$ cat src/rtl/core/line_position_estimator_macros.svh
// Assertion macros shared by the line position estimator RTL.
`ifndef LINE_POSITION_ESTIMATOR_MACROS_SVH
`define LINE_POSITION_ESTIMATOR_MACROS_SVH

`ifndef ASSERT_OFF

// Same-cycle implication, held off while reset is high.
`define LPE_ASSERT_IMP(label, clk, rst, ante, cons) \
  label: assert property (@(posedge clk) disable iff (rst) (ante) |-> (cons)) \
    else $error("line position estimator assertion failed");

// Next-cycle implication, held off while reset is high.
`define LPE_ASSERT_NXT(label, clk, rst, ante, cons) \
  label: assert property (@(posedge clk) disable iff (rst) (ante) |=> (cons)) \
    else $error("line position estimator assertion failed");

`else

`define LPE_ASSERT_IMP(label, clk, rst, ante, cons)
`define LPE_ASSERT_NXT(label, clk, rst, ante, cons)

`endif

`endif

$ cat src/rtl/core/lpe_pkg.sv
// Shared types and constants of the line position estimator.
`default_nettype none

package lpe_pkg;

  localparam int MAX_SENSORS = 8;
  localparam int FULL_SCALE  = 1000;
  localparam int SEEN_LEVEL  = 200;
  localparam int NOISE_LEVEL = 50;
  localparam int WINDOW_HALF = 2;
  localparam int MAX_CENTROID = MAX_SENSORS * FULL_SCALE;

  localparam int VAL_W     = 10;
  localparam int POS_W     = 14;
  localparam int LAST_W    = 13;
  localparam int PROD_W    = 23;
  localparam int WSUM_W    = 26;
  localparam int TOTAL_W   = 13;
  localparam int SCOUNT_W  = 4;
  localparam int CFG_IDX_W = 2;
  localparam int CFG_DAT_W = 4;

  localparam int SENSOR_COUNT_RST = 8;

  typedef enum logic [CFG_IDX_W-1:0] {
    REG_SENSOR_COUNT    = 2'd0,
    REG_POSITION_METHOD = 2'd1,
    REG_INVERT_READINGS = 2'd2,
    REG_MANUAL_MODE     = 2'd3
  } lpe_reg_t;

  typedef struct packed {
    logic [VAL_W-1:0] value_0;
    logic [VAL_W-1:0] value_1;
    logic [VAL_W-1:0] value_2;
    logic [VAL_W-1:0] value_3;
    logic [VAL_W-1:0] value_4;
    logic [VAL_W-1:0] value_5;
    logic [VAL_W-1:0] value_6;
    logic [VAL_W-1:0] value_7;
  } lpe_in_t;

  typedef struct packed {
    logic [POS_W-1:0] position;
    logic             line_seen;
  } lpe_out_t;

  typedef struct packed {
    logic done;
    logic seen;
  } lpe_merge_stat_t;

endpackage

`default_nettype wire

$ cat src/rtl/core/lpe_lane.sv
// One sensor lane: saturate, optionally invert, threshold and weight a reading.
`default_nettype none

module lpe_lane #(
  parameter int LANE_INDEX = 0
) (
  input  logic                       clk,
  input  logic                       load,
  input  logic [lpe_pkg::VAL_W-1:0]  raw,
  input  logic                       invert,
  output logic [lpe_pkg::VAL_W-1:0]  v,
  output logic                       gt50,
  output logic                       gt200,
  output logic [lpe_pkg::PROD_W-1:0] prod
);
  import lpe_pkg::*;

  localparam int WEIGHT = (LANE_INDEX + 1) * FULL_SCALE;
  localparam logic [VAL_W-1:0] FS = VAL_W'(FULL_SCALE);

  logic [VAL_W-1:0]  sat;
  logic [VAL_W-1:0]  cond;
  logic [PROD_W-1:0] prod_next;

  always_comb begin
    sat       = (raw > FS) ? FS : raw;
    cond      = invert ? (FS - sat) : sat;
    prod_next = PROD_W'(cond) * PROD_W'(WEIGHT);
  end

  always_ff @(posedge clk) begin
    if (load) begin
      v     <= cond;
      gt50  <= cond > VAL_W'(NOISE_LEVEL);
      gt200 <= cond > VAL_W'(SEEN_LEVEL);
      prod  <= prod_next;
    end
  end

endmodule

`default_nettype wire

$ cat src/rtl/core/lpe_merge.sv
// Merge stage: peak search across lanes, then, when a line is seen, lane-by-lane centroid sums.
`default_nettype none
`include "line_position_estimator_macros.svh"

module lpe_merge #(
  parameter int NUM_SENSORS = lpe_pkg::MAX_SENSORS,
  localparam int IDX_W = $clog2(NUM_SENSORS),
  localparam int CNT_W = $clog2(NUM_SENSORS + 1)
) (
  input  logic                        clk,
  input  logic                        rst,
  input  logic                        start,
  input  logic [CNT_W-1:0]            count,
  input  logic                        method,
  input  logic [lpe_pkg::VAL_W-1:0]   lane_v    [NUM_SENSORS],
  input  logic [NUM_SENSORS-1:0]      lane_gt50,
  input  logic [NUM_SENSORS-1:0]      lane_gt200,
  input  logic [lpe_pkg::PROD_W-1:0]  lane_prod [NUM_SENSORS],
  output lpe_pkg::lpe_merge_stat_t    stat,
  output logic [lpe_pkg::WSUM_W-1:0]  weighted,
  output logic [lpe_pkg::TOTAL_W-1:0] total
);
  import lpe_pkg::*;

  typedef enum logic [2:0] {
    M_IDLE = 3'b001,
    M_FIND = 3'b010,
    M_SUM  = 3'b100
  } merge_state_t;

  merge_state_t     state;
  logic             done;
  logic             seen;
  logic [IDX_W-1:0] at;
  logic [IDX_W-1:0] idx;

  logic             seen_next;
  logic [IDX_W-1:0] at_next;
  logic [VAL_W-1:0] peak;
  logic             in_window;
  logic             take;
  logic             last;

  // First strict maximum above the seen level among the lanes in use.
  always_comb begin
    seen_next = 1'b0;
    at_next   = '0;
    peak      = '0;
    for (int i = 0; i < NUM_SENSORS; i++) begin
      if (CNT_W'(i) < count && lane_gt200[i]) begin
        seen_next = 1'b1;
        if (lane_v[i] > peak) begin
          peak    = lane_v[i];
          at_next = IDX_W'(i);
        end
      end
    end
  end

  always_comb begin
    in_window = ((IDX_W+1)'(idx) + (IDX_W+1)'(WINDOW_HALF) >= (IDX_W+1)'(at)) &&
                ((IDX_W+1)'(idx) <= (IDX_W+1)'(at) + (IDX_W+1)'(WINDOW_HALF));
    take      = method ? (lane_gt200[idx] && in_window) : lane_gt50[idx];
    last      = (CNT_W'(idx) + CNT_W'(1)) == count;
  end

  always_ff @(posedge clk) begin
    if (rst) begin
      state <= M_IDLE;
      done  <= 1'b0;
    end else begin
      done <= 1'b0;
      case (state)
        M_IDLE: begin
          if (start) state <= M_FIND;
        end
        M_FIND: begin
          if (seen_next) begin
            state <= M_SUM;
          end else begin
            state <= M_IDLE;
            done  <= 1'b1;
          end
        end
        M_SUM: begin
          if (last) begin
            state <= M_IDLE;
            done  <= 1'b1;
          end
        end
        default: state <= M_IDLE;
      endcase
    end
  end

  always_ff @(posedge clk) begin
    case (state)
      M_FIND: begin
        seen     <= seen_next;
        at       <= at_next;
        idx      <= '0;
        weighted <= '0;
        total    <= '0;
      end
      M_SUM: begin
        if (take) begin
          weighted <= weighted + WSUM_W'(lane_prod[idx]);
          total    <= total + TOTAL_W'(lane_v[idx]);
        end
        idx <= idx + IDX_W'(1);
      end
      default: ;
    endcase
  end

  assign stat = '{done: done, seen: seen};

  `LPE_ASSERT_IMP(a_sum_in_range, clk, rst, state == M_SUM, CNT_W'(idx) < count)

endmodule

`default_nettype wire

$ cat src/rtl/core/lpe_div.sv
// Restoring divider: one quotient bit per cycle.
`default_nettype none
`include "line_position_estimator_macros.svh"

module lpe_div (
  input  logic                        clk,
  input  logic                        rst,
  input  logic                        start,
  input  logic [lpe_pkg::WSUM_W-1:0]  dividend,
  input  logic [lpe_pkg::TOTAL_W-1:0] divisor,
  output logic                        done,
  output logic [lpe_pkg::WSUM_W-1:0]  quotient
);
  import lpe_pkg::*;

  localparam int STEP_W = $clog2(WSUM_W);

  logic               busy;
  logic [STEP_W-1:0]  step;
  logic [TOTAL_W-1:0] rem;
  logic [TOTAL_W-1:0] dvs;
  logic [WSUM_W-1:0]  quo;

  logic [TOTAL_W:0]   shifted;
  logic [TOTAL_W:0]   diff;
  logic               fits;
  logic [TOTAL_W-1:0] rem_next;

  always_comb begin
    shifted  = {rem, quo[WSUM_W-1]};
    diff     = shifted - {1'b0, dvs};
    fits     = shifted >= {1'b0, dvs};
    rem_next = fits ? diff[TOTAL_W-1:0] : shifted[TOTAL_W-1:0];
  end

  always_ff @(posedge clk) begin
    if (rst) begin
      busy <= 1'b0;
      done <= 1'b0;
      step <= '0;
    end else begin
      done <= 1'b0;
      if (start) begin
        busy <= 1'b1;
        step <= '0;
      end else if (busy) begin
        step <= step + STEP_W'(1);
        if (step == STEP_W'(WSUM_W - 1)) begin
          busy <= 1'b0;
          done <= 1'b1;
        end
      end
    end
  end

  always_ff @(posedge clk) begin
    if (start) begin
      quo <= dividend;
      rem <= '0;
      dvs <= divisor;
    end else if (busy) begin
      rem <= rem_next;
      quo <= {quo[WSUM_W-2:0], fits};
    end
  end

  assign quotient = quo;

  `LPE_ASSERT_IMP(a_start_when_idle, clk, rst, start, !busy)

endmodule

`default_nettype wire

$ cat src/rtl/core/line_position_estimator.sv
// Top level of the line position estimator: config, lanes, merge, divider, output register.
// Manual mode sends a zero result straight to the output register; with no line seen
//   the merge peak search gives a fallback position; with a line seen the lane-by-lane
//   sum and the 26-step serial divider run first. A new item is taken only once the
//   output register has taken the last result (in_stall is high until then).
// Reset (rst, synchronous): config registers and control state back to their defaults, last position zero.
`default_nettype none
`include "line_position_estimator_macros.svh"

module line_position_estimator #(
  parameter int NUM_SENSORS = lpe_pkg::MAX_SENSORS
) (
  input  logic                          clk,
  input  logic                          rst,
  input  logic                          wr_en,
  input  logic [lpe_pkg::CFG_IDX_W-1:0] wr_index,
  input  logic [lpe_pkg::CFG_DAT_W-1:0] wr_data,
  input  logic                          in_valid,
  output logic                          in_stall,
  input  lpe_pkg::lpe_in_t              in_data,
  output logic                          out_valid,
  input  logic                          out_stall,
  output lpe_pkg::lpe_out_t             out_data
);
  import lpe_pkg::*;

  localparam int CNT_W = $clog2(NUM_SENSORS + 1);

  typedef enum logic [3:0] {
    ST_IDLE = 4'b0001,
    ST_MRG  = 4'b0010,
    ST_DIV  = 4'b0100,
    ST_FIN  = 4'b1000
  } top_state_t;

  logic [SCOUNT_W-1:0] sensor_count;
  logic                position_method;
  logic                invert_readings;
  logic                manual_mode;
  logic [LAST_W-1:0]   last_position;

  top_state_t          state;
  logic [POS_W-1:0]    res_pos;
  logic                res_seen;

  logic [CNT_W-1:0]    count_used;
  logic [POS_W-1:0]    fb_end;
  logic [POS_W-1:0]    fb_pos;
  logic                in_accept;
  logic                out_load;
  logic                merge_start;
  logic                div_start;

  logic [VAL_W-1:0]    raw        [MAX_SENSORS];
  logic [VAL_W-1:0]    lane_v     [NUM_SENSORS];
  logic [PROD_W-1:0]   lane_prod  [NUM_SENSORS];
  logic [NUM_SENSORS-1:0] lane_gt50;
  logic [NUM_SENSORS-1:0] lane_gt200;

  lpe_merge_stat_t     mstat;
  logic [WSUM_W-1:0]   weighted;
  logic [TOTAL_W-1:0]  total;
  logic                div_done;
  logic [WSUM_W-1:0]   quo;

  // Configuration registers
  always_ff @(posedge clk) begin
    if (rst) begin
      sensor_count    <= SCOUNT_W'(SENSOR_COUNT_RST);
      position_method <= 1'b0;
      invert_readings <= 1'b0;
      manual_mode     <= 1'b0;
    end else if (wr_en) begin
      case (wr_index)
        REG_SENSOR_COUNT:    sensor_count    <= wr_data[SCOUNT_W-1:0];
        REG_POSITION_METHOD: position_method <= wr_data[0];
        REG_INVERT_READINGS: invert_readings <= wr_data[0];
        REG_MANUAL_MODE:     manual_mode     <= wr_data[0];
        default: ;
      endcase
    end
  end

  always_comb begin
    if (sensor_count == '0) begin
      count_used = CNT_W'(1);
    end else if (sensor_count > SCOUNT_W'(NUM_SENSORS)) begin
      count_used = CNT_W'(NUM_SENSORS);
    end else begin
      count_used = sensor_count[CNT_W-1:0];
    end
    fb_end = (POS_W'(count_used) + POS_W'(1)) * POS_W'(FULL_SCALE);
    // Pin to the end on the side where the line was last seen.
    fb_pos = ({1'b0, last_position} < (fb_end >> 1)) ? '0 : fb_end;
  end

  assign in_stall    = (state != ST_IDLE);
  assign in_accept   = in_valid && !in_stall;
  assign merge_start = in_accept && !manual_mode;
  assign div_start   = (state == ST_MRG) && mstat.done && mstat.seen;
  assign out_load    = (state == ST_FIN) && (!out_valid || !out_stall);

  assign raw[0] = in_data.value_0;
  assign raw[1] = in_data.value_1;
  assign raw[2] = in_data.value_2;
  assign raw[3] = in_data.value_3;
  assign raw[4] = in_data.value_4;
  assign raw[5] = in_data.value_5;
  assign raw[6] = in_data.value_6;
  assign raw[7] = in_data.value_7;

  for (genvar g = 0; g < NUM_SENSORS; g++) begin : g_lane
    lpe_lane #(
      .LANE_INDEX(g)
    ) u_lane (
      .clk   (clk),
      .load  (in_accept),
      .raw   (raw[g]),
      .invert(invert_readings),
      .v     (lane_v[g]),
      .gt50  (lane_gt50[g]),
      .gt200 (lane_gt200[g]),
      .prod  (lane_prod[g])
    );
  end

  lpe_merge #(
    .NUM_SENSORS(NUM_SENSORS)
  ) u_merge (
    .clk       (clk),
    .rst       (rst),
    .start     (merge_start),
    .count     (count_used),
    .method    (position_method),
    .lane_v    (lane_v),
    .lane_gt50 (lane_gt50),
    .lane_gt200(lane_gt200),
    .lane_prod (lane_prod),
    .stat      (mstat),
    .weighted  (weighted),
    .total     (total)
  );

  lpe_div u_div (
    .clk     (clk),
    .rst     (rst),
    .start   (div_start),
    .dividend(weighted),
    .divisor (total),
    .done    (div_done),
    .quotient(quo)
  );

  always_ff @(posedge clk) begin
    if (rst) begin
      state         <= ST_IDLE;
      out_valid     <= 1'b0;
      last_position <= '0;
    end else begin
      case (state)
        ST_IDLE: begin
          if (in_accept) state <= manual_mode ? ST_FIN : ST_MRG;
        end
        ST_MRG: begin
          if (mstat.done) state <= mstat.seen ? ST_DIV : ST_FIN;
        end
        ST_DIV: begin
          if (div_done) begin
            state         <= ST_FIN;
            last_position <= quo[LAST_W-1:0];
          end
        end
        ST_FIN: begin
          if (out_load) state <= ST_IDLE;
        end
        default: state <= ST_IDLE;
      endcase
      if (out_load) begin
        out_valid <= 1'b1;
      end else if (!out_stall) begin
        out_valid <= 1'b0;
      end
    end
  end

  always_ff @(posedge clk) begin
    if (in_accept && manual_mode) begin
      res_pos  <= '0;
      res_seen <= 1'b0;
    end
    if (state == ST_MRG && mstat.done && !mstat.seen) begin
      res_pos  <= fb_pos;
      res_seen <= 1'b0;
    end
    if (state == ST_DIV && div_done) begin
      res_pos  <= quo[POS_W-1:0];
      res_seen <= 1'b1;
    end
    // Hold the result until the output register is free.
    if (out_load) begin
      out_data <= '{position: res_pos, line_seen: res_seen};
    end
  end

  `LPE_ASSERT_NXT(a_busy_after_accept, clk, rst, in_accept, in_stall)
  `LPE_ASSERT_IMP(a_div_done_in_div, clk, rst, div_done, state == ST_DIV)
  `LPE_ASSERT_IMP(a_centroid_range, clk, rst, out_valid && out_data.line_seen,
                  out_data.position <= POS_W'(MAX_CENTROID))

endmodule

`default_nettype wire
$ cat config.mk
export PLATFORM = sky130hd
export DESIGN_NAME = line_position_estimator
export DESIGN_NICKNAME = d
export VERILOG_FILES = /design/src/rtl/core/lpe_pkg.sv /design/src/rtl/core/lpe_lane.sv /design/src/rtl/core/lpe_merge.sv /design/src/rtl/core/lpe_div.sv /design/src/rtl/core/line_position_estimator.sv
export VERILOG_INCLUDE_DIRS = /design/src /design/src/rtl/core
export SDC_FILE = /design/constraint.sdc
export NUM_CORES = 2
export LEC_CHECK = 0
export ABC_AREA = 1
export BUFFER_PORTS_ARGS = -buffer_cell sky130_fd_sc_hd__clkbuf_2
export CAP_MARGIN = 25
export CORE_AREA = 3 3 328 330
export CTS_CLUSTER_DIAMETER = 200
export CTS_CLUSTER_SIZE = 10
export DETAILED_ROUTE_END_ITERATION = 16
export DIE_AREA = 0 0 331 333
export PLACE_DENSITY = 0.53
export SETUP_SLACK_MARGIN = 0.2
export SLEW_MARGIN = 0
export SYNTH_ARGS = -nofsm -noshare
export SYNTH_HDL_FRONTEND = slang
export SYNTH_HIERARCHICAL = 1
export SYNTH_SLANG_ARGS = --single-unit
$ cat constraint.sdc
create_clock -name clk -period 14.4 [get_ports clk]
set_input_delay 0.72 -clock clk [delete_from_list [all_inputs] [get_ports clk]]
set_output_delay 0.72 -clock clk [all_outputs]
set_load 0.01 [all_outputs]
==> impl_metrics.toml <==
[outcome]
status = "complete, no violations"

[worst_setup_path]
max_stage_delay_ns = 0.65
crit_type = "reg -> reg"
critical_path_arrival_ns = 13.10
r2r_setup_slack_ns = 1.62
setup.worst_path.start_class = "flip-flop"
endpoint_kind = "flip-flop"
crit_family = "simple AND/OR/NAND/NOR gates"
required_ns = 14.72
cp_common_cell = "nand2_1"
critPathBufInv = 11
cp_max_fo = 22
cpMaxStageDelayCell = "dfxtp_1"

[synth]
synth_warnings = 6
syn_area_um2 = 41800
yosys-top-cells-area = "edfxtp_1 24%, ha_1 19%, fa_1 12%, inv_1 8.1%, nand2_1 7.4%"
yosys.area.top_type_share = 0.245
synth_top_flop_cell = "edfxtp_1"
ys_types = 64
syn_area_per_cell_um2 = 8.36
syn_inst = 5003
ys_ff_latch = 389
yosysTopAreaCell = "edfxtp_1"
async_reset_ff_frac = 0
yosysSeqAreaShare = 0.268
synth_edf_count = 341

[placed_design]
dp.final_hpwl_um = 90600
placed_area_um2 = 43600
port_buffers = 107
place_ws_ns = 1.51
gp_congestion = 0.934

[routing]
drc = 0
routed_wl_um = 110000
routed-via-count = 31800
initialDrtViolationCount = 1873
ant_nets = 0
first_pass_iters = 5
drt-vias-per-instance = 4.90
wire_per_inst_um = 16.9

[clock_tree]
numClockSinks = 389
clockRootBuffer = "clkbuf_16"
cts_buffers = 44
insertion_delay_ns = 0.60
clk_pin_slew_ns = 0.06
htreeDepth = 2
clock_path_buffers = 3
cts_tree = "built"
holdBufCountCts = 0

[power_and_ir_drop]
power_density_nw_per_um2 = 179
leakage_nw = 22.2
design_power_total_mw = 8.03
ir_drop_mv = 0.129

[finish]
drive_gt1_frac = 0.0879
utilization = 0.427
syn2layout_area_growth_pct = 7.33
fin_nets = 6051
final_area_um2 = 44900

[timing]
grt_setup_unrepaired = "false"
setup_viol = 0
finalHoldViolCount = 0
clock_skew_ns = 0.0369
relSlewSlack = 0.301
worst_slew_pin_slew_ns = 1.05
finalCriticalPeriod_ns = 12.78
fin_setup_tns_ns = 0
max_freq_ghz = 0.0783
worst_slack_ns = 1.62
slew_violations = 0
fin_crit_sh = 0.887

[run]
cap_violations = 0

[grt]
antenna_found_initial = 2
grt_pass1_vias = 31500
grt_max_degree = 152
grt_pass1_wl_um = 175000
overflow = 0
grt_usage = 0.202

[floorplan]
initial_core_util = 0.398
die-width_um = 331
ios = 108
core_area_um2 = 105000
dieArea_um2 = 110000
rows = 119
die_y_um = 333

[worst_hold_path]
hp-class = "in -> reg"
[cell usage in the layout (no fill, tap or decap), types with 20 or more instances in the layout]
cell type	count
a21oi_1	243
a31oi_1	41
buf_4	33
clkbuf_1	20
clkbuf_16	44
clkbuf_2	107
conb_1	42
dfxtp_1	47
edfxtp_1	341
fa_1	244
ha_1	639
inv_1	904
inv_2	33
nand2_1	827
nand2_2	100
nand2_4	21
nand3_1	193
nand4_1	61
nor2_1	412
nor2_2	28
nor3_1	33
o21ai_0	280
o21ai_1	26
o22ai_1	27
xnor2_1	47
xor2_1	103
[routing by layer]
metal  track usage  share of wire  wire length, µm  vias up
li1              -              -                -    16300
met1         0.269           0.46            50200    14900
met2         0.337           0.47            51100      521
met3        0.0302          0.044             4850      132
met4        0.0608          0.033             3600        2
met5             0        0.00012               13        -
[final timing paths]
check,end,depth (start not counted),from
worst max-delay path,u_merge/at[2],82,sensor_count[3]
worst min-delay path,sensor_count[3],3,wr_data[3]
worst max register to register,u_merge/at[2],82,sensor_count[3]
worst min register to register,out_data[4],0,res_pos[3]
[layout make-up]
class,instances,area [µm²]
multi-input cells,3553,26300
fillers,10700,60200
clock inverters,3,48.8
inverters,948,3570
well taps,1391,1740
repair buffers,141,803
flip-flops and latches,389,11200
diodes,2,5.00
clock buffers,64,1180
[through the flow]
step                instances  hold slack, ns
floorplan                5035           0.400
global placement         6422           0.402
detailed placement       6422           0.405
CTS                      6489           0.359
global route             6491           0.403
finish                   6491           0.391
[cells by family (layout without fill, tap and decap cells)]
logic type | count (synthesis) | after routing | synth area share
AND/OR/NAND/NOR | 1738 | 1738 | 0.186
flip-flops | 389 | 389 | 0.268
XOR/XNOR | 153 | 153 | 0.0329
buffers and inverters | 1093 | 1156 | 0.106
adder cells (fa/ha/maj) | 883 | 883 | 0.308
AO/OA/AOI/OAI | 737 | 737 | 0.0987
other | 10 | 44 | 0.000898
[cell usage after synthesis, drive strengths merged, types with 2 or more instances]
library cell,instances
a211oi,6
a21boi,16
a21o,12
a21oi,254
a22oi,2
a31o,5
a31oi,41
and2,2
buf,83
clkbuf,62
clkinv,8
conb,10
dfxtp,48
edfxtp,341
fa,244
ha,639
inv,940
nand2,948
nand3,208
nand3b,7
nand4,65
nor2,452
nor3,35
nor3b,4
nor4,3
o2111ai,8
o211ai,15
o21a,9
o21ai,312
o21bai,15
o22ai,27
o31ai,13
or2,13
xnor2,49
xor2,104
[worst reg2reg max path: cells and delay by family (launching register included)]
family / cells / cell delay (ns)
buffers and inverters: 11 / 1.13
and+or+nand+nor: 54 / 6.68
AOI/OAI and AO/OA: 10 / 2.11
adders and majority gates: 7 / 1.93
DFF: 1 / 0.65
[state kept, by name, summed over array words and instances, names as in the netlist, 4 cells and up]
| register | cells |
|---|---|
| u_merge/total | 13 |
| u_merge/weighted | 26 |
| g_lane.u_lane/gt50 | 8 |
| last_position | 11 |
| u_div/dvs | 13 |
| g_lane.u_lane/gt200 | 8 |
| out_data | 15 |
| u_div/rem | 13 |
| g_lane.u_lane/prod | 131 |
| state | 4 |
| g_lane.u_lane/v | 80 |
| sensor_count | 4 |
| u_div/quotient | 26 |
| u_div/step | 5 |
| res_pos | 14 |
[timing repair]
item | 4_1_cts | 5_1_grt
setup endpoints to repair | 0 | 3
hold endpoints to repair | 0 | 0
gates resized for setup | 0 | 5
setup buffers | 0 | 0
[where the power goes]
group | internal [mW] | leakage, nW | switching (mW)
clock | 0.562 | 0.587 | 0.449
combinational | 1.95 | 18.1 | 3.25
sequential | 1.73 | 3.58 | 0.0940
No activity file was read; power rests on OpenSTA's default activity.
